<file path="src/hdl/tli_pkg.sv">
// ----------------------------------------------------------------------------
// tli_pkg
// Shared sizes, row field layout and pipeline types of the table linear
// interpolator.
// ----------------------------------------------------------------------------
package tli_pkg;

	localparam int TABLE_ENTRIES = 8;
	localparam int ROW_SLOTS     = 8;
	localparam int SLOT_W        = $clog2(ROW_SLOTS);
	localparam int CFG_IDX_W     = SLOT_W + 1;
	localparam int IDX_W         = (TABLE_ENTRIES > 1) ? $clog2(TABLE_ENTRIES) : 1;
	localparam int POS_W         = $clog2(TABLE_ENTRIES + 1);
	localparam int SEARCH_STEPS  = POS_W;

	localparam int DATA_W = 16;
	localparam int ROW_W  = 64;
	localparam int LANES  = 3;

	localparam int NUM_W     = 2 * DATA_W;
	localparam int DEN_W     = DATA_W;
	localparam int DIV_STEPS = 4;
	localparam int DIV_STAGES = NUM_W / DIV_STEPS;

	typedef logic [ROW_SLOTS-1:0][ROW_W-1:0] table_t;

	typedef enum logic [1:0] {
		REGION_LOW    = 2'd0,
		REGION_INSIDE = 2'd1,
		REGION_HIGH   = 2'd2
	} region_t;

	typedef struct packed {
		logic    valid;
		region_t region;
		logic    bypass;
	} ctl_t;

	typedef struct packed {
		logic              valid;
		logic [DATA_W-1:0] key;
		logic [POS_W-1:0]  pos;
	} search_t;

	typedef struct packed {
		logic [DEN_W-1:0]  rem;
		logic [NUM_W-1:0]  nq;
		logic              neg;
		logic [DATA_W-1:0] lo_v;
	} dlane_t;

	typedef struct packed {
		ctl_t                  ctl;
		logic [DEN_W-1:0]      den;
		dlane_t [LANES-1:0]    lane;
	} dstage_t;

	function automatic logic [DATA_W-1:0] bp_of(logic [ROW_W-1:0] row);
		return row[ROW_W-DATA_W +: DATA_W];
	endfunction

	function automatic logic [DATA_W-1:0] val_of(logic [ROW_W-1:0] row, int l);
		return row[ROW_W-DATA_W*(l+2) +: DATA_W];
	endfunction

endpackage

</file>
<file path="src/hdl/tli_search.sv">
// ----------------------------------------------------------------------------
// tli_search
// Breakpoint compare stage and binary search stage, giving the insert
// position of each key.
// ----------------------------------------------------------------------------
module tli_search (
	input  logic                          clk,
	input  logic                          arst_n,
	input  logic                          in_valid,
	input  logic [tli_pkg::DATA_W-1:0]    in_key,
	input  tli_pkg::table_t               tbl,
	output tli_pkg::search_t              out
);

	logic                                 valid_s1;
	logic [tli_pkg::DATA_W-1:0]           key_s1;
	logic [tli_pkg::TABLE_ENTRIES-1:0]    lt_s1;
	logic [tli_pkg::TABLE_ENTRIES-1:0]    eq_s1;
	logic [tli_pkg::POS_W-1:0]            pos_d;
	tli_pkg::search_t                     res_s2;

	always_ff @(posedge clk or negedge arst_n) begin
		if (!arst_n) begin
			valid_s1 <= 1'b0;
		end else begin
			valid_s1 <= in_valid;
		end
	end

	always_ff @(posedge clk) begin
		key_s1 <= in_key;
		for (int i = 0; i < tli_pkg::TABLE_ENTRIES; i++) begin
			lt_s1[i] <= tli_pkg::bp_of(tbl[i]) < in_key;
			eq_s1[i] <= tli_pkg::bp_of(tbl[i]) == in_key;
		end
	end

	// insert-position search with early stop on an equal breakpoint
	always_comb begin
		logic [tli_pkg::POS_W-1:0] left;
		logic [tli_pkg::POS_W-1:0] right;
		logic [tli_pkg::POS_W:0]   sum;
		logic [tli_pkg::IDX_W-1:0] mid;
		logic [tli_pkg::IDX_W-1:0] hit;
		logic                      found;
		left  = '0;
		right = tli_pkg::POS_W'(tli_pkg::TABLE_ENTRIES);
		sum   = '0;
		mid   = '0;
		hit   = '0;
		found = 1'b0;
		for (int s = 0; s < tli_pkg::SEARCH_STEPS; s++) begin
			if (!found && (left < right)) begin
				sum = {1'b0, left} + {1'b0, right};
				mid = sum[tli_pkg::IDX_W:1];
				if (eq_s1[mid]) begin
					found = 1'b1;
					hit   = mid;
				end else if (lt_s1[mid]) begin
					left = tli_pkg::POS_W'(mid) + tli_pkg::POS_W'(1);
				end else begin
					right = tli_pkg::POS_W'(mid);
				end
			end
		end
		pos_d = found ? tli_pkg::POS_W'(hit) : left;
	end

	always_ff @(posedge clk or negedge arst_n) begin
		if (!arst_n) begin
			res_s2 <= '0;
		end else begin
			res_s2.valid <= valid_s1;
			res_s2.key   <= key_s1;
			res_s2.pos   <= pos_d;
		end
	end

	assign out = res_s2;

	a_pos_range: assert property (@(posedge clk) disable iff (!arst_n)
		res_s2.valid |-> res_s2.pos <= tli_pkg::POS_W'(tli_pkg::TABLE_ENTRIES))
		else $error("insert position past table end");

endmodule

</file>
<file path="config.mk">
export PLATFORM = sky130hd
export DESIGN_NAME = tli_search
export DESIGN_NICKNAME = d
export VERILOG_FILES = /design/src/hdl/tli_pkg.sv /design/src/hdl/tli_search.sv
export SDC_FILE = /design/constraint.sdc
export NUM_CORES = 1
export LEC_CHECK = 0
export CORE_AREA = 5 5 209 211
export DETAILED_ROUTE_END_ITERATION = 16
export DIE_AREA = 0 0 214 216
export DONT_BUFFER_PORTS = 1
export PLACE_DENSITY = 0.3
export SLEW_MARGIN = 10
export SYNTH_ARGS = -nofsm -noshare
export SYNTH_HDL_FRONTEND = slang
export SYNTH_SLANG_ARGS = --single-unit
</file>
<file path="constraint.sdc">
create_clock -name clk -period 10.3 [get_ports clk]
set_clock_uncertainty 0.2 [all_clocks]
set_input_delay 0 -clock clk [delete_from_list [all_inputs] [get_ports clk]]
set_output_delay 0 -clock clk [all_outputs]
set_load 0.02 [all_outputs]
</file>
# --- Yosys cells after proc, flatten, opt, wreduce, memory -nomap -nowiden ---
# Cells that the tools add are included.
classes:
  n_addsub: 6
  n_mul: 0
  n_div: 0
  order_cmp: 14
  eq_ne: 8
  shift: 0
  muxes: 46
  bitwise_logic: 0
  n_reduce_logical: 6
ops:
  columns: ["op", "n"]
  rows:
  - ["$eq 16x16->1", 8]
  - ["$lt 16x16->1", 8]
  - ["$mux 4", 19]
  - ["$mux 3", 8]
  - ["$bmux 1 s3", 6]
  - ["$mux 1", 13]
  - ["$add 3x1->4 const B", 3]
  - ["$add 4x4->4", 3]
  - ["$lt 3x4->1 const B", 3]
  - ["$lt 4x4->1", 3]
  - ["$logic_and 1x1->1", 3]
  - ["$logic_not 1->1", 3]
totals:
  register_bits: 54
  latch_bits: 0
  ramBits: 0
  mem_bits_ro: 0
  out_inout_bits: 21
  mem_count: 0

# --- Longest topological paths before layout ---
logic_depth:
  word_depth: 21
  mapped_depth: 22

# --- Worst setup path after synthesis ---
# Ideal clock, no wire load.
synth_path:
  kind: "register to register"
  startpoint: "register lt_s1[4] (netlist bit)"
  endpoint: "register res_s2, in the netlist out[0]"
  setup_time_ps: 126
  t_arrival_ps: 5688
  t_required_ps: 9974
  path_slack_ps: 4287
  stages_incl_launch_ff: 19
  n_path_buf: 2
  period_less_slack_ps: 6013
  cell_sequence: "dfxtp_1 clkbuf_1 o21ai_0 and2_1 o31ai_1 ha_1 xor2_1 mux4_2 mux2i_1 nor2_1 mux2_2 ha_1 clkbuf_1 xnor2_1 mux4_2 nor3b_2 o21ai_2 mux2_4 a221o_1"
synth_via:
  elab_chain_cells: 21
  elab_cells_between_ends: 58
  classes_between: "6 x add/sub; 3 x order compare; 44 x mux; 5 x reduce/logical"
synth_rtl:
  columns: ["element", "line", "source"]
  rows:
  - ["start, declared", "tli_search.sv:17", "logic [tli_pkg::TABLE_ENTRIES-1:0] lt_s1;"]
  - ["start signal, assigned by index", "tli_search.sv:33", "lt_s1[i] <= tli_pkg::bp_of(tbl[i]) < in_key;"]
  - ["$mux 3 / $mux 4 (equally long branches)", "tli_search.sv:59", "end else if (lt_s1[mid]) begin"]
  - ["$mux 4", "tli_search.sv:56", "if (eq_s1[mid]) begin"]
  - ["$add 4x4->4", "tli_search.sv:54", "sum = {1'b0, left} + {1'b0, right};"]
  - ["$bmux 1 s3", "tli_search.sv:59", null]
  - ["$mux 1 (implied by the code)", "tli_search.sv:59", null]
  - ["$mux 4", "tli_search.sv:59", null]
  - ["$mux 4", "tli_search.sv:56", null]
  - ["$mux 4", "tli_search.sv:53", "if (!found && (left < right)) begin"]
  - ["[6 not listed]", null, null]
  - ["$add 4x4->4", "tli_search.sv:54", null]
  - ["$bmux 1 s3", "tli_search.sv:59", null]
  - ["$mux 1 (implied by the code)", "tli_search.sv:59", null]
  - ["$mux 4", "tli_search.sv:59", null]
  - ["$mux 4", "tli_search.sv:56", null]
  - ["$mux 4", "tli_search.sv:53", null]
  - ["$mux 4 *", "tli_search.sv:66", "pos_d = found ? tli_pkg::POS_W'(hit) : left;"]
  - ["via pos_d, one bit", "tli_search.sv:19", "logic [tli_pkg::POS_W-1:0] pos_d;"]
  - ["end, declared", "tli_search.sv:20", "tli_pkg::search_t res_s2;"]
# The timed path passes the listed nets; every way through them passes the cells marked *. The select of a mux whose other input is x is not followed.

# --- Worst setup path in the final report ---
# Ends and elaborated chain as after synthesis.

==> results.cfg <==
[run_status]
outcome = complete, no violations

[routing]
wl_um = 21500
drt.antenna.violating_nets = 0
firstDrtPassIters = 4
via_per_inst = 3.72
drtIter0Drc = 122
route.vias.total = 4176
post-route-drc-count = 0
wl_per_cell_um = 19.1

[critical_path]
cp.required_ns = 10.29
worstPathMaxFanout = 14
reg2regPathDepth = 18
cp.arrival_ns = 7.03
r2r-start = lt_s1[4]
reg2reg_to = out[0]
cp-start-kind = flip-flop
rrSetupSlack_ns = 3.26
critPathKind = flip-flop to flip-flop
crit_path_end_kind = flip-flop

[sta]
period_share_pct = 68.4
rsz0062_at_grt = no
drv_slew = 0
relSlewSlack_pct = 41.9
worst-slew-pin-transition_ns = 0.865
min_period_ns = 7.04
hold_viol_final = 0
finalSetupTns_ns = 0
clock.fmax_mhz = 142
finalSetupViolCount = 0
holdWs_ns = 0.00436

[floorplanning]
dieHeight_um = 216
start_util_pct = 12.2
io_pins = 552
core-area_um2 = 41600
dieWidth_um = 214
dieArea_um2 = 46200
rows = 75

[clocking]
clk_latency_ns = 0.30
path_clk_slew_ns = 0.08
root_buffer = clkbuf_16
cts_tree = built
clock-sinks = 54
clockBufferDepth = 2
h-tree-depth = 2
numCtsBuffers = 5

[yosys]
synth_edf_count = 0
synthCells = 520
yosysSeqAreaShare_pct = 23.4
synth.largest_area_cell = ha_1
syn_area_um2 = 5090
syn-num-nets = 1188
synth_ff_type = dfxtp_1
yosysWarnings = 0
synth.area.top_cells = ha_1 33%, dfxtp_1 13%, dfrtp_1 11%, o21a_1 5.6%, nand4_1 3.8%
async_flop_share_pct = 40.7
synth_cell_types = 49
avgSynthCellArea_um2 = 9.79
synth_seq_cells = 54
synth.top_cell.area_share_pct = 33.4

[pwr]
cellLeakagePower_nw = 2.83
ir_worst_vdd_v = 0.0000760
power_density_nw_per_um2 = 156

[layout]
final_area_um2 = 6530
final_core_util_pct = 15.7
finalNetCount = 1251
area_delta_synth_final_pct = 28.3
drive_gt1_share_pct = 4.97
n_fill_cell = 4706

[global_routing]
grt_max_degree = 23
grt_pass1_wl_um = 30900
antenna_found_initial = 6
grt_pass1_vias = 4641
track_usage_pct = 9.07
grt_overflow_total = 0

[hold_path]
hp-start = tbl[439]
whs_path_depth = 3
worstHoldPathType = input pin to flip-flop
hold_path_end = lt_s1[6]

[placed_design]
dpl-instance-area_um2 = 5760
port_buffers = 0
globalplace.congestion = 0.774
place_hpwl_um = 18400

[job]
maxCapViolCount = 0
-- per-stage QoR --
| step | std cells | worst slack (ns) | power [W] |
|---|---|---|---|
| after global routing | 1124 | 2.81 | 0.00110 |
| after floorplan | 520 | 4.29 | 0.000682 |
| final | 1124 | 3.26 | 0.00102 |
| after global placement | 1055 | 3.05 | 0.000831 |
| after CTS | 1123 | 3.24 | 0.00104 |
| after detailed placement | 1055 | 3.24 | 0.000822 |
-- Yosys cell counts, types with 4 or more instances --
| cell type | n |
|---|---|
| mux4_2 | 7 |
| mux2i_1 | 5 |
| o21a_1 | 38 |
| nor3_1 | 4 |
| o21ai_0 | 31 |
| nand4_1 | 31 |
| o311a_1 | 5 |
| a21oi_1 | 24 |
| nor4_1 | 8 |
| nand2_1 | 14 |
| inv_1 | 39 |
| nor2_1 | 19 |
| ha_1 | 136 |
| dfrtp_1 | 22 |
| nor2b_1 | 26 |
| a21o_1 | 17 |
| clkbuf_1 | 4 |
| dfxtp_1 | 32 |
| nand2b_1 | 16 |
-- how the worst max path moves through the flow --
| stage | startpoint | end | slack [ns] | cells after the start |
|---|---|---|---|---|
| after floorplan | lt_s1[4] | out[0] | 4.29 | 18 |
| after global routing | lt_s1[4] | out[0] | 2.81 | 18 |
| final | lt_s1[4] | out[0] | 3.26 | 18 |
| after detailed placement | lt_s1[4] | out[0] | 3.24 | 18 |
| after CTS | lt_s1[4] | out[0] | 3.24 | 18 |
| after global placement | lt_s1[4] | out[0] | 3.05 | 18 |
-- state kept, by name, indices dropped and copies added (netlist names) --
signal,count
eq_s1,8
key_s1,16
valid_s1,1
lt_s1,8
out,21
-- cell usage in the layout (no fill, tap or decap), types with 3 or more instances in the layout --
cell type | Yosys | routed
a211oi_1 | 3 | 3
a21o_1 | 17 | 17
a21oi_1 | 24 | 24
a32o_1 | 3 | 3
clkbuf_16 | 0 | 5
dfrtp_1 | 22 | 22
dfxtp_1 | 32 | 32
dlygate4sd3_1 | 0 | 58
ha_1 | 136 | 136
inv_1 | 39 | 39
mux2i_1 | 5 | 5
mux4_2 | 7 | 7
nand2_1 | 14 | 14
nand2b_1 | 16 | 16
nand4_1 | 31 | 31
nor2_1 | 19 | 19
nor2b_1 | 26 | 26
nor3_1 | 4 | 4
nor4_1 | 8 | 8
o21a_1 | 38 | 38
o21ai_0 | 31 | 31
o311a_1 | 5 | 5
xnor2_1 | 3 | 3
-- repair_timing --
item,in CTS,in global routing
buffers inserted,0,0
endpoints found under the setup margin,0,0
gates resized for setup,0,0
hold endpoints to repair,55,0
hold buffers,60,0
-- logic make-up (layout without fill, tap and decap cells) --
logic type / after synthesis / after routing / share of synthesized area [%]
AOI/OAI and AO/OA: 134 / 134 / 18.5
xor gates and xnor gates: 6 / 6 / 1.18
adders and majority gates: 137 / 137 / 33.8
buffers and inverters: 44 / 108 / 3.24
DFF: 54 / 54 / 23.4
muxes: 16 / 16 / 5.33
other: 0 / 1 / 0
and+or+nand+nor: 129 / 129 / 14.6
-- routing by layer --
metal / GRT usage, % / wire length, um
met5: 0 / 27
met4: 1.98 / 439
met3: 3.55 / 1820
met2: 15.9 / 10300
met1: 10.6 / 8970
-- layout make-up --
cell class                      instances  area [um2]  area share [%]
Tap cell                              539         674            10.3
Multi-Input combinational cell        422        3740            57.2
Timing Repair Buffer                   61         628            9.62
Clock inverter                          3        28.8           0.441
Sequential cell                        54        1190            18.2
Antenna cell                            1        2.50          0.0383
Clock buffer                            5         125            1.92
Inverter                               39         146            2.24
-- power by group --
group | total [W] | switching [W] | internal [W] | leakage (nW)
registers | 0.000255 | 0.0000250 | 0.000230 | 0.525
clock network | 0.000180 | 0.0000870 | 0.0000930 | 0.0759
logic | 0.000586 | 0.000319 | 0.000267 | 2.23
total | 0.00102 | 0.000431 | 0.000589 | 2.83
-- critical path: stages (launching register included) --
cell	delay, ns
dfxtp_1	0.56
mux2i_1	0.23
nand2_1	0.24
a21oi_1	0.29
ha_1	0.55
nor2_1	0.11
a221o_1	0.32
o21ai_0	0.32
nand2_1	0.12
or2_2	0.35
nor2_1	0.29
mux2_2	0.42
ha_1	0.41
xnor2_1	0.74
mux4_2	0.62
nor3b_2	0.18
o21ai_2	0.31
mux2_4	0.33
a221o_1	0.30
Note: power is estimated with default switching activity, not from simulation.
