$ cat src/hdl/tli_pkg.sv
// ----------------------------------------------------------------------------
// tli_pkg
// Shared sizes, row field layout and pipeline types of the table linear
// interpolator.
// ----------------------------------------------------------------------------
package tli_pkg;

	localparam int TABLE_ENTRIES = 8;
	localparam int ROW_SLOTS     = 8;
	localparam int SLOT_W        = $clog2(ROW_SLOTS);
	localparam int CFG_IDX_W     = SLOT_W + 1;
	localparam int IDX_W         = (TABLE_ENTRIES > 1) ? $clog2(TABLE_ENTRIES) : 1;
	localparam int POS_W         = $clog2(TABLE_ENTRIES + 1);
	localparam int SEARCH_STEPS  = POS_W;

	localparam int DATA_W = 16;
	localparam int ROW_W  = 64;
	localparam int LANES  = 3;

	localparam int NUM_W     = 2 * DATA_W;
	localparam int DEN_W     = DATA_W;
	localparam int DIV_STEPS = 4;
	localparam int DIV_STAGES = NUM_W / DIV_STEPS;

	typedef logic [ROW_SLOTS-1:0][ROW_W-1:0] table_t;

	typedef enum logic [1:0] {
		REGION_LOW    = 2'd0,
		REGION_INSIDE = 2'd1,
		REGION_HIGH   = 2'd2
	} region_t;

	typedef struct packed {
		logic    valid;
		region_t region;
		logic    bypass;
	} ctl_t;

	typedef struct packed {
		logic              valid;
		logic [DATA_W-1:0] key;
		logic [POS_W-1:0]  pos;
	} search_t;

	typedef struct packed {
		logic [DEN_W-1:0]  rem;
		logic [NUM_W-1:0]  nq;
		logic              neg;
		logic [DATA_W-1:0] lo_v;
	} dlane_t;

	typedef struct packed {
		ctl_t                  ctl;
		logic [DEN_W-1:0]      den;
		dlane_t [LANES-1:0]    lane;
	} dstage_t;

	function automatic logic [DATA_W-1:0] bp_of(logic [ROW_W-1:0] row);
		return row[ROW_W-DATA_W +: DATA_W];
	endfunction

	function automatic logic [DATA_W-1:0] val_of(logic [ROW_W-1:0] row, int l);
		return row[ROW_W-DATA_W*(l+2) +: DATA_W];
	endfunction

endpackage

$ cat src/hdl/tli_prep.sv
// ----------------------------------------------------------------------------
// tli_prep
// Row select, differences, products and sign/magnitude split ahead of the
// divider.
// ----------------------------------------------------------------------------
module tli_prep (
	input  logic              clk,
	input  logic              arst_n,
	input  tli_pkg::search_t  in,
	input  tli_pkg::table_t   tbl,
	output tli_pkg::dstage_t  out
);

	localparam logic [tli_pkg::POS_W-1:0] LAST_POS =
		tli_pkg::POS_W'(tli_pkg::TABLE_ENTRIES);
	localparam logic [tli_pkg::IDX_W-1:0] LAST_IDX =
		tli_pkg::IDX_W'(tli_pkg::TABLE_ENTRIES - 1);

	logic [tli_pkg::IDX_W-1:0]  lo_idx;
	logic [tli_pkg::IDX_W-1:0]  hi_idx;
	logic [tli_pkg::ROW_W-1:0]  lo_row;
	logic [tli_pkg::ROW_W-1:0]  hi_row;
	tli_pkg::region_t           region_d;
	logic signed [16:0]         span_d;

	tli_pkg::ctl_t                     ctl_s3;
	logic signed [16:0]                dk_s3;
	logic [tli_pkg::DEN_W-1:0]         den_s3;
	logic                              sneg_s3;
	logic signed [16:0]                dv_s3   [tli_pkg::LANES];
	logic [tli_pkg::DATA_W-1:0]        lo_v_s3 [tli_pkg::LANES];

	tli_pkg::ctl_t                     ctl_s4;
	logic [tli_pkg::DEN_W-1:0]         den_s4;
	logic                              sneg_s4;
	logic signed [33:0]                prod_s4 [tli_pkg::LANES];
	logic [tli_pkg::DATA_W-1:0]        lo_v_s4 [tli_pkg::LANES];

	tli_pkg::dstage_t                  res_s5;

	always_comb begin
		if (in.pos == '0) begin
			region_d = tli_pkg::REGION_LOW;
			lo_idx   = '0;
			hi_idx   = '0;
		end else if (in.pos >= LAST_POS) begin
			region_d = tli_pkg::REGION_HIGH;
			lo_idx   = LAST_IDX;
			hi_idx   = LAST_IDX;
		end else begin
			region_d = tli_pkg::REGION_INSIDE;
			lo_idx   = tli_pkg::IDX_W'(in.pos - tli_pkg::POS_W'(1));
			hi_idx   = tli_pkg::IDX_W'(in.pos);
		end
		lo_row = tbl[tli_pkg::SLOT_W'(lo_idx)];
		hi_row = tbl[tli_pkg::SLOT_W'(hi_idx)];
		span_d = $signed({1'b0, tli_pkg::bp_of(hi_row)}) -
			$signed({1'b0, tli_pkg::bp_of(lo_row)});
	end

	// stage 3: row select and differences
	always_ff @(posedge clk or negedge arst_n) begin
		if (!arst_n) begin
			ctl_s3 <= '0;
		end else begin
			ctl_s3.valid  <= in.valid;
			ctl_s3.region <= region_d;
			ctl_s3.bypass <= (region_d != tli_pkg::REGION_INSIDE) || (span_d == '0);
		end
	end

	always_ff @(posedge clk) begin
		dk_s3   <= $signed({1'b0, in.key}) - $signed({1'b0, tli_pkg::bp_of(lo_row)});
		den_s3  <= span_d[16] ? tli_pkg::DEN_W'(-span_d) : tli_pkg::DEN_W'(span_d);
		sneg_s3 <= span_d[16];
		for (int l = 0; l < tli_pkg::LANES; l++) begin
			dv_s3[l]   <= $signed({1'b0, tli_pkg::val_of(hi_row, l)}) -
				$signed({1'b0, tli_pkg::val_of(lo_row, l)});
			lo_v_s3[l] <= tli_pkg::val_of(lo_row, l);
		end
	end

	// stage 4: products
	always_ff @(posedge clk or negedge arst_n) begin
		if (!arst_n) begin
			ctl_s4 <= '0;
		end else begin
			ctl_s4 <= ctl_s3;
		end
	end

	always_ff @(posedge clk) begin
		den_s4  <= den_s3;
		sneg_s4 <= sneg_s3;
		for (int l = 0; l < tli_pkg::LANES; l++) begin
			prod_s4[l] <= dv_s3[l] * dk_s3;
			lo_v_s4[l] <= lo_v_s3[l];
		end
	end

	// stage 5: sign and magnitude for the divider
	always_ff @(posedge clk or negedge arst_n) begin
		if (!arst_n) begin
			res_s5 <= '0;
		end else begin
			res_s5.ctl <= ctl_s4;
			res_s5.den <= den_s4;
			for (int l = 0; l < tli_pkg::LANES; l++) begin
				res_s5.lane[l].rem  <= '0;
				res_s5.lane[l].nq   <= prod_s4[l][33] ? tli_pkg::NUM_W'(-prod_s4[l]) :
					tli_pkg::NUM_W'(prod_s4[l]);
				res_s5.lane[l].neg  <= prod_s4[l][33] ^ sneg_s4;
				res_s5.lane[l].lo_v <= lo_v_s4[l];
			end
		end
	end

	assign out = res_s5;

endmodule

$ cat config.mk
export PLATFORM = sky130hd
export DESIGN_NAME = tli_prep
export DESIGN_NICKNAME = d
export VERILOG_FILES = /design/src/hdl/tli_pkg.sv /design/src/hdl/tli_prep.sv
export SDC_FILE = /design/constraint.sdc
export NUM_CORES = 2
export LEC_CHECK = 0
export BUFFER_PORTS_ARGS = -buffer_cell sky130_fd_sc_hd__clkbuf_2
export CAP_MARGIN = 10
export CORE_MARGIN = 1.5
export CORE_UTILIZATION = 41
export DETAILED_ROUTE_END_ITERATION = 6
export GPL_ROUTABILITY_DRIVEN = 1
export HOLD_SLACK_MARGIN = 0.1
export SLEW_MARGIN = 10
export SYNTH_ARGS = -nofsm -noshare
export SYNTH_HDL_FRONTEND = slang
export SYNTH_SLANG_ARGS = --single-unit
$ cat constraint.sdc
create_clock -name clk -period 13.7 [get_ports clk]
set_input_delay 2.74 -clock clk [delete_from_list [all_inputs] [get_ports clk]]
set_output_delay 2.74 -clock clk [all_outputs]
set_load 0.1 [all_outputs]
# Word level (Yosys, flattened, before mapping)

Memories as Yosys holds them, arrays and structs flattened. A register that Yosys moved wholly into a read port is not among the register bits.
Index checks and enable logic that the tools add are counted.

$lt $le $gt $ge: 3
Multiply operators: 3
Eq/ne operators: 1
Reduce and logical (&&, ||, !) cells: 6
Multiplexer cells: 14
Bitwise operators: 3
Add/sub/neg operators: 10

Operators by type and width:

| cell                  | number |
|---|---|
| $bmux W64 S3          | 2 |
| $mux W64              | 2 |
| $mul A17 B17 Y34      | 3 |
| $mux W32              | 3 |
| $neg A32 Y32          | 3 |
| $sub A16 B16 Y17      | 5 |
| $logic_not A17 Y1     | 1 |
| $mux W16              | 1 |
| $neg A16 Y16          | 1 |
| $mux W3               | 4 |
| $lt A3 B4 Y1 const B  | 2 |
| $ge A4 B4 Y1 const B  | 1 |
| $logic_not A4 Y1      | 1 |
| $mux W2               | 2 |
| $logic_not A1 Y1      | 3 |
| $sub A3 B1 Y3 const B | 1 |
| $xor A1 B1 Y1         | 3 |
| $ne A2 B1 Y1 const B  | 1 |
| $logic_or A1 B1 Y1    | 1 |

Bits of input ports: 535
Word-level logic and storage cells: 65
Memory bits (writable): 249
Register bits: 178
Output and inout bits: 215
Memories kept: 4

Memories:

| name    | depth | bits a word | rd ports | clocked after Yosys merged registers in | wr ports | RTL line       | source |
|---|---|---|---|---|---|---|---|
| prod_s4 | 3     | 34          | 3        | 0                                       | 3        | tli_prep.sv:36 | `logic signed [33:0] prod_s4 [tli_pkg::LANES];` |
| dv_s3   | 3     | 17          | 3        | 0                                       | 3        | tli_prep.sv:30 | `logic signed [16:0] dv_s3 [tli_pkg::LANES];` |
| lo_v_s3 | 3     | 16          | 3        | 0                                       | 3        | tli_prep.sv:31 | `logic [tli_pkg::DATA_W-1:0] lo_v_s3 [tli_pkg::LANES];` |
| lo_v_s4 | 3     | 16          | 3        | 3                                       | 3        | tli_prep.sv:37 | `logic [tli_pkg::DATA_W-1:0] lo_v_s4 [tli_pkg::LANES];` |

# Logic depth before layout (Yosys ltp)

Depth in word-level cells: 8
Gate-level depth with buffers: 25
Depth with buffers taken out: 23

# Least setup slack after synthesis

Ideal clock, no wire load.

Path kind: input port to flip-flop
Start: in in[0] (netlist name)
End: reg den_s3[10] (netlist name)
Required time: 13.559 ns
Data arrival time: 7.429 ns
Setup slack: 6.130 ns
Stages: 24
Buffers on the path: 3
Library setup time: 0.141 ns
Cell sequence: inv_1 -> ha_1 -> inv_1 -> nor2_1 -> nor2_1 -> nor2_1 -> buf_1 -> buf_1 -> mux4_2 -> mux2i_1 -> ha_1 -> inv_1 -> fa_1 -> a211oi_1 -> o21ai_0 -> a21oi_1 -> o21ai_0 -> o21ai_0 -> o21bai_1 -> a21o_1 -> clkbuf_1 -> clkinv_1 -> o21ai_0 -> xnor2_1

Elaborated cells on any way between the ends: 14
Classes of those cells: add/sub: 3; order compare: 1; mux: 9; reduce/logical: 1

RTL lines:

| element                                              | RTL line                       | source |
|---|---|---|
| from (decl)                                          | tli_prep.sv:9                  | `input tli_pkg::search_t in,` |
| $ge A4 B4 Y1 / $sub A3 B1 Y3 (equally long branches) | tli_prep.sv:46, tli_prep.sv:52 |  |
| $mux W3                                              | tli_prep.sv:46                 | `end else if (in.pos >= LAST_POS) begin` |
| $mux W3                                              | tli_prep.sv:42                 | `if (in.pos == '0) begin` |
| $bmux W64 S3, on equally long branches               | tli_prep.sv:56, tli_prep.sv:55 |  |
| $mux W64, on equally long branches                   | tli_prep.sv:56, tli_prep.sv:55 |  |
| $sub A16 B16 Y17 *                                   | tli_prep.sv:57                 | `span_d = $signed({1'b0, tli_pkg::bp_of(hi_row)}) -` |
| via span_d[16]                                       | tli_prep.sv:24                 | `logic signed [16:0] span_d;` |
| $mux W16 *                                           | tli_prep.sv:74                 | `den_s3 <= span_d[16] ? tli_pkg::DEN_W'(-span_d) : tli_pkg::DEN_W'(span_d);` |
| to (signal assigned)                                 | tli_prep.sv:74                 |  |
| to (decl)                                            | tli_prep.sv:28                 | `logic [tli_pkg::DEN_W-1:0] den_s3;` |

Mark *: on every way through the listed nets, which the timed path passes. The rest lies on a longest branch. The select of a mux whose other input is x is not followed.

==> results.sh <==
export IMPL_max_slew_margin_pct=29.61
export IMPL_min_from="lo_v_s3[0][10]"
export IMPL_skew_ns=0.04517
export IMPL_setup_tns_ns=0
export IMPL_antenna_found_initial=63
export IMPL_drt_wl_total_mm=190.3
export IMPL_register_area_mm2=0.01034
export IMPL_yosysSeqAreaShare_pct=18.29
export IMPL_yosysTopAreaCell="fa_1"
export IMPL_h_tree_depth=2
export IMPL_nFillCells=12868
export IMPL_vias=43519
export IMPL_die_area_mm2=0.1399
export IMPL_cts_tree="yes"
export IMPL_grt_pass1_vias=45673
export IMPL_hold_buffers=0
export IMPL_nets=7928
export IMPL_crit_type="in -> reg"
export IMPL_synth_top_area_share_pct=31.67
export IMPL_layout_drive_gt1_share_pct=18.52
export IMPL_grt_total_usage_pct=27.39
export IMPL_cts_made_buffers=57
export IMPL_grt_pass1_wl_mm=287.8
export IMPL_synthFlopType="dfxtp_1"
export IMPL_cts_repair_resize_count=0
export IMPL_gp_congestion=1.030
export IMPL_grt_max_degree=129
export IMPL_cp_data_required_time_ns=14.34
export IMPL_start_util_pct=41.51
export IMPL_syn_area_per_cell_um2=10.05
export IMPL_rows=135
export IMPL_async_flop_share_pct=37.08
export IMPL_netlist_instances=5615
export IMPL_ys_ff_latch=472
export IMPL_drc=0
export IMPL_status="finished, final reports clean"
export IMPL_core_area_mm2=0.1360
export IMPL_grt_ovfl_total=0
export IMPL_drt_iter0_markers=2935
export IMPL_clock_path_buffers=3
export IMPL_fin_crit_sh_pct=59.87
export IMPL_r2r_start="dk_s3[2]"
export IMPL_layout_min_cycle_time_ns=8.202
export IMPL_place_hpwl_mm=153.7
export IMPL_critPathArrivalTime_ns=8.84
export IMPL_synth_common_cells="inv_1, fa_1, nand2_1, and2_1, ha_1"
export IMPL_setup_viol=0
export IMPL_die_x_um=374.1
export IMPL_synth_edff_count=0
export IMPL_antenna_left=0
export IMPL_worst_setup_path_start_kind="input pin"
export IMPL_rsz0062_at_grt="no"
export IMPL_crit_fanout=57
export IMPL_boundaryPins=750
export IMPL_insertion_delay_ns=0.71
export IMPL_synth_area_mm2=0.05645
export IMPL_placement_io_buffers=701
export IMPL_cp_end_kind="flip-flop"
export IMPL_die_y_um=374.1
export IMPL_synth_area_leaders="fa_1, dfxtp_1, dfrtp_1"
export IMPL_clk_pin_slew_ns=0.06
export IMPL_ys_warnings_count=0
export IMPL_multi_input_area_mm2=0.04095
export IMPL_ys_types=72
export IMPL_area_growth_pct=12.82
export IMPL_max_freq_mhz=121.9
export IMPL_cap_violations=0
export IMPL_hold_path_class="reg -> reg"
export IMPL_yosys_cell_count_top_type="inv_1"
export IMPL_dr_pass1_iters=7
export IMPL_clock_sinks=472
export IMPL_cts_setup_buffers=0
export IMPL_root_buffer="clkbuf_16"
export IMPL_drv_slew=0
export IMPL_finalHoldViolations=0
export IMPL_setup_worst_path_start="in[3]"
export IMPL_via_per_inst=5.420
export IMPL_tightest_slew_ns=1.045
export IMPL_wl_per_cell_um=23.70
flip-flops by register name (all words and copies together) (netlist names):
name	count
lo_v_s3	48
den_s3	16
dv_s3	51
den_s4	16
sneg_s3	1
sneg_s4	1
ctl_s4	4
out	167
lo_v_s4	48
ctl_s3	4
prod_s4	99
dk_s3	17
cell type report:
| class | count | share of cell area, % |
|---|---|---|
| inverters | 1083 | 6.383 |
| clock inverters | 36 | 0.8173 |
| clock buffers | 72 | 2.470 |
| diodes | 39 | 0.1532 |
| well taps | 1781 | 3.499 |
| flip-flops and latches | 472 | 16.23 |
| repair buffers | 750 | 6.141 |
| multi-input cells | 3796 | 64.30 |
layer usage:
metal / track usage, % / routed length, µm / up-vias
met5: 0 / 209 / -
met4: 14.22 / 10910 / 30
met3: 5.503 / 14060 / 365
met2: 44.64 / 90270 / 1654
met1: 34.42 / 74860 / 22433
li1: - / - / 19037
critical path, cell delays in order:
cell,delay [ns]
clkbuf_2,0.25
nor2_4,0.16
buf_4,0.51
nand2_1,0.19
nand2_4,0.66
buf_4,0.67
mux4_2,0.34
nand2_1,0.06
o31ai_1,0.11
ha_1,0.39
inv_1,0.10
fa_1,0.44
a21o_1,0.20
a21oi_1,0.25
o21bai_1,0.13
a211oi_1,0.38
o31ai_1,0.16
o41ai_1,0.44
o21ai_0,0.25
a21o_1,0.22
a21oi_1,0.12
kinds of logic (layout without fill, tap and decap cells):
group	Yosys count	count (layout)	share of synthesized area, %
other cells	1	87	0.006643
compound gates	658	658	7.966
simple gates	1341	1341	11.98
fa+ha+maj	1233	1233	39.21
xor+xnor	259	259	4.019
mux	257	257	8.946
flops	472	472	18.29
buf+inv	1394	1941	9.589
path summary, 6_finish.rpt:
| kind | end | slack, ns | depth (start not counted) |
|---|---|---|---|
| hold / removal | lo_v_s4[0][10] | 0.32 | 0 |
| setup / recovery | dv_s3[0][16] | 5.50 | 21 |
| setup reg to reg | prod_s4[0][28] | 5.84 | 21 |
| min in group asynchronous | ctl_s4[3] | 2.01 | 1 |
| max in group asynchronous | out[76] | 9.80 | 3 |
| hold reg to reg | lo_v_s4[0][10] | 0.32 | 0 |
per-stage QoR:
step	std cells	hold WS [ns]	instance area [µm²]	util [%]	setup WS, ns
after floorplan	5662	0.3096	56620	-	6.130
after global placement	7882	0.3108	61500	45.23	4.919
after detailed placement	7882	0.3121	61500	45.23	4.800
after CTS	7990	0.3187	63590	46.77	5.546
after global routing	8017	0.3230	63660	46.81	5.073
final	8029	0.3226	63690	46.84	5.498
placed cells by master, fill, tap and decap left out, drive strengths merged, types with 12 or more instances in the layout:
master,synthesis,routed
xor2,42,42
xnor2,217,217
buf,69,50
inv,1082,1090
mux4,192,192
dfrtp,175,175
dfxtp,297,297
nor2,142,142
nand2,482,482
nand2b,31,31
o21bai,14,14
ha,340,340
mux2,60,60
a21oi,120,120
a221oi,45,45
nand3,77,77
a31oi,19,19
o31ai,45,45
and2,439,439
a21boi,12,12
clkbuf,242,772
nor2b,21,21
a21o,50,50
o41ai,12,12
or4,17,17
fa,893,893
diode,0,39
or3,23,23
o21a,24,24
clkinv,1,17
o221ai,92,92
o21ai,157,157
nor3,53,53
a211oi,21,21
conb,1,48
Power is not shown: default switching activity piles up to over one toggle a cycle in this logic, so the estimate is an artifact.
